### config.mk
export PLATFORM = sky130hd
export DESIGN_NAME = btrl_ram
export DESIGN_NICKNAME = d
export VERILOG_FILES = /design/src/sv/btrl_ram.sv
export SDC_FILE = /design/constraint.sdc
export NUM_CORES = 1
export LEC_CHECK = 0
export ABC_AREA = 1
export BUFFER_PORTS_ARGS = -buffer_cell sky130_fd_sc_hd__buf_2
export CORE_MARGIN = 3
export CORE_UTILIZATION = 30
export CTS_CLUSTER_SIZE = 30
export DETAILED_ROUTE_END_ITERATION = 8
export MAX_ROUTING_LAYER = met4
export PLACE_DENSITY = 0.48
export SLEW_MARGIN = 0
export SYNTH_ARGS = -nofsm -noshare
export SYNTH_HDL_FRONTEND = slang
export SYNTH_SLANG_ARGS = --single-unit
### constraint.sdc
create_clock -name clk -period 1.55 [get_ports clk]
set_input_delay 0.0775 -clock clk [delete_from_list [all_inputs] [get_ports clk]]
set_output_delay 0.0775 -clock clk [all_outputs]
set_load 0.03 [all_outputs]
### src/sv/btrl_ram.sv
// Generic single-write, single-read RAM with registered read data.
`default_nettype none
module btrl_ram #(
  parameter int WIDTH = 8,
  parameter int DEPTH = 16
) (
  input  wire logic                     clk,
  input  wire logic                     we,
  input  wire logic [$clog2(DEPTH)-1:0] waddr,
  input  wire logic [WIDTH-1:0]         wdata,
  input  wire logic [$clog2(DEPTH)-1:0] raddr,
  output logic      [WIDTH-1:0]         rdata
);

  logic [WIDTH-1:0] mem [DEPTH];

  always_ff @(posedge clk) begin
    if (we) begin
      mem[waddr] <= wdata;
    end
    rdata <= mem[raddr];
  end

endmodule
`default_nettype wire

Word-level counts from Yosys, hierarchy flattened
Memories as Yosys holds them, arrays and structs flattened. A register that Yosys moved wholly into a read port is not among the register bits.
Index checks and enable logic that the tools add are counted.
Cells by class
  shifts and indexed selects: 0
  equal/unequal tests: 0
  div/mod/pow operators: 0
  muxes and demuxes: 2
  bitwise gates (word level): 0
  reduce and logical (&&, ||, !) cells: 0
  $add $sub $neg: 0
  $mul: 0
  $lt $le $gt $ge: 0
Operators by type and width (count)
  2-to-1 mux 1 bit: 2
Storage, ports and cells
  bits in latches: 0
  memory bits (writable): 128
  register bits after elaboration: 0
  bits in read-only memories: 0
  logic and storage cells: 3
  input bits: 18
  memories kept: 1
  output and inout port bits: 8
Memories
  mem: words 16, width 8, read ports 1, clocked after memory_dff 1, wr ports 1, line 15  | logic [WIDTH-1:0] mem [DEPTH];

Depth between registers and ports, before layout
  depth after elaboration: 2
  depth in mapped cells: 8
  depth with buffers taken out: 7

Worst setup path before layout
No wires, ideal clock.
  path kind: input to register
  from: input port waddr[2]
  to: memory mem[10][0] (enable)
  setup slack: 522 ps
  data required time: 1180 ps
  stages: 2
  arrival time: 658 ps
  path through: nand3b_1 nor2_1
RTL lines
  start: declaration: line 9  | input wire logic [$clog2(DEPTH)-1:0] waddr,
  end: declaration: line 15
No word-level cell before the write port.

==> run metrics <==
Placer Congestion 0.773; Max H-tree Level 4; Avg WL per Cell ~16 um; Buf+Inv Stages, Crit Path 1; skew final ~0.0078 ns; initial antenna violation count 0; # clock sinks between 100 and 150; sequential fraction of the synthesis area 0.694; hold wc startpoint raddr[3]; Total GRT Usage 0.144; Post-CTS Setup Bufs 0; die area ~21000 sq um; Clock Tree Root clkbuf_16; Critical Path Stages 6; Final setup viols 0; post-synth design cell area 5770 sq um; Clock Power Share 0.441; post-CTS sizing 0; Largest delay share family, worst path simple AND/OR/NAND/NOR gates; initial DRC count 298; startpoint type of the worst setup path register; critical path capture point type register; core area 18800 sq um; Cell variety after synth 12; main area contributors after synthesis edfxtp_1, nand2_1, nand3_1; Slowest-stage cell, CP edfxtp_1; max-cap viol count 0; Worst VDD drop 0.000787 V; # rows 50; worst-skew pair later-pin latency approximately 0.42 ns; Critical R2R Launch mem[3][7]; CP peak stage delay 0.36 ns; Leakage 2.91 nW; Clock Path Buffers 2; vias 3736; top-area cell type share of the netlist area 0.667; Hold Crit Class in2reg; Synth area leader edfxtp_1; clk slew on worst S/H paths about 0.06 ns; Ys Warns 0; Final Non-Filler Cells 840; most frequent CP cell nand3_1; Logic pwr share 0.065; first-pass GRT wire length 21.0 mm; vias in the first global route 3759; P&R area growth vs syn 17.1%; Slew Viols, Final 0; number of cells after detailed placement ~800; ANT cells 0; fin nets 611; final period utilization 0.721; Least-Margin Pin Slew 0.581 ns; worst setup path start mem[3][7]; required time of the critical path 1.86 ns; largest net degree at the start of global routing 65; hold path depth 3; DRT antenna net count 0; count of input and output buffers 25; worst reg2reg path depth 6; gr ovfl total 0; Die Y 145 um; #FFs+latches synth 136; CTS tree built; Tot Pwr between 0.008 and 0.009 W; DRC viols 0; RSZ-0062 raised after global routing no; Sw Share 0.214; Avg Vias per Cell 4.45; status finished clean; Pre-Repair DR Iteration Count 7; final-report hold violation count 0; setup tns final 0 ns; Rel. slew slack 0.612; Tmin final ~1.1 ns; detailed placement HPWL between 8 and 9 mm; worst path cell trace inv_1 > nand2_1 > nand3_1 > nand3_1 > nand3_1 > nand2_1; Syn Inst Count 551; hold_ws 0.0314 ns; layout cells sized above 1 0.120; Seq pwr share 0.494; Internal 0.00659 W; critical-path maximum fanout 1; I/O Pins 26; number of fill cells in the layout 1881; CTS Hold Bufs 0; die width 145 um; fin util 0.360; critical path type reg2reg; Psw 0.00180 W; fmax 0.895 GHz; final WL 13.6 mm; TritonCTS buffer count 17; post-synthesis net count 569; initial core utilization 0.307; ratio of total power to cell area 1240 nW/um^2; syn_area_per_cell 10.5 sq um; Worst EP arrival 1.42 ns
## per-layer routing
layer	track usage	part of all wire	wire [um]	vias to the layer above
met4	0.0594	0.018	238	0
met2	0.239	0.50	6770	95
met5	-	0	0	-
met1	0.172	0.43	5860	1770
li1	-	-	-	1854
met3	0.0288	0.052	701	17
## kinds of logic (layout without fill, tap and decap cells)
kind of cell	Yosys count	count (layout)	synth area share
and+or+nand+nor	289	289	0.210
buffers and inverters	126	181	0.0952
DFF	136	136	0.694
## worst min-delay path, cell delays in order
cell and delay, ns:
buf_2 0.18, nand3_1 0.10, nand2_1 0.04
## area by class of cell
type	instances	area (sq um)	area share
multi-input cells	289	1210	0.180
inverters	102	383	0.0567
clock inverters	4	45.0	0.00667
clock buffers	28	497	0.0736
flip-flops and latches	136	4000	0.593
well taps	234	293	0.0434
repair buffers	47	315	0.0467
## state kept, by name (all words and copies together) (netlist names)
register,cells
mem,128
rdata,8
## placed cells by master (no fill, tap or decap)
cell and instances:
edfxtp_1 128, bufinv_16 1, clkinv_2 3, clkbuf_16 17
buf_12 2, buf_4 20, inv_2 2, nand3_1 97
dfxtp_1 8, nand2_1 173, clkbuf_1 8, clkbuf_8 3
nor2_1 17, buf_2 25, inv_1 100, nand3b_1 2
## Yosys cell counts
cell type / n
buf_4: 4
buf_1: 1
edfxtp_1: 128
dfxtp_1: 8
nand2_1: 173
nor2_1: 17
buf_2: 13
buf_6: 6
nand3b_1: 2
nand3_1: 97
inv_2: 2
inv_1: 100
## metrics by stage
step	worst slack, ns	cell area, sq um
after floorplan	0.522	5770
after global placement	0.145	6210
after detailed placement	0.128	6210
after CTS	0.430	6750
after global routing	0.344	6750
final	0.433	6750
## power groups by stage
stage | sequential [W] | clock, W | combinational, W
after floorplan | 0.00426 | 0 | 0.000290
after global placement | 0.00422 | 0 | 0.000558
after detailed placement | 0.00422 | 0 | 0.000561
after CTS | 0.00414 | 0.00376 | 0.000563
after global routing | 0.00415 | 0.00391 | 0.000621
final | 0.00414 | 0.00370 | 0.000549
## worst paths after layout
kind / slack, ns / to
min: 0.03 / rdata[0]
max reg2reg: 0.43 / rdata[7]
max: 0.43 / rdata[7]
min reg2reg: 0.68 / rdata[1]
(Power assumes the default switching activity.)
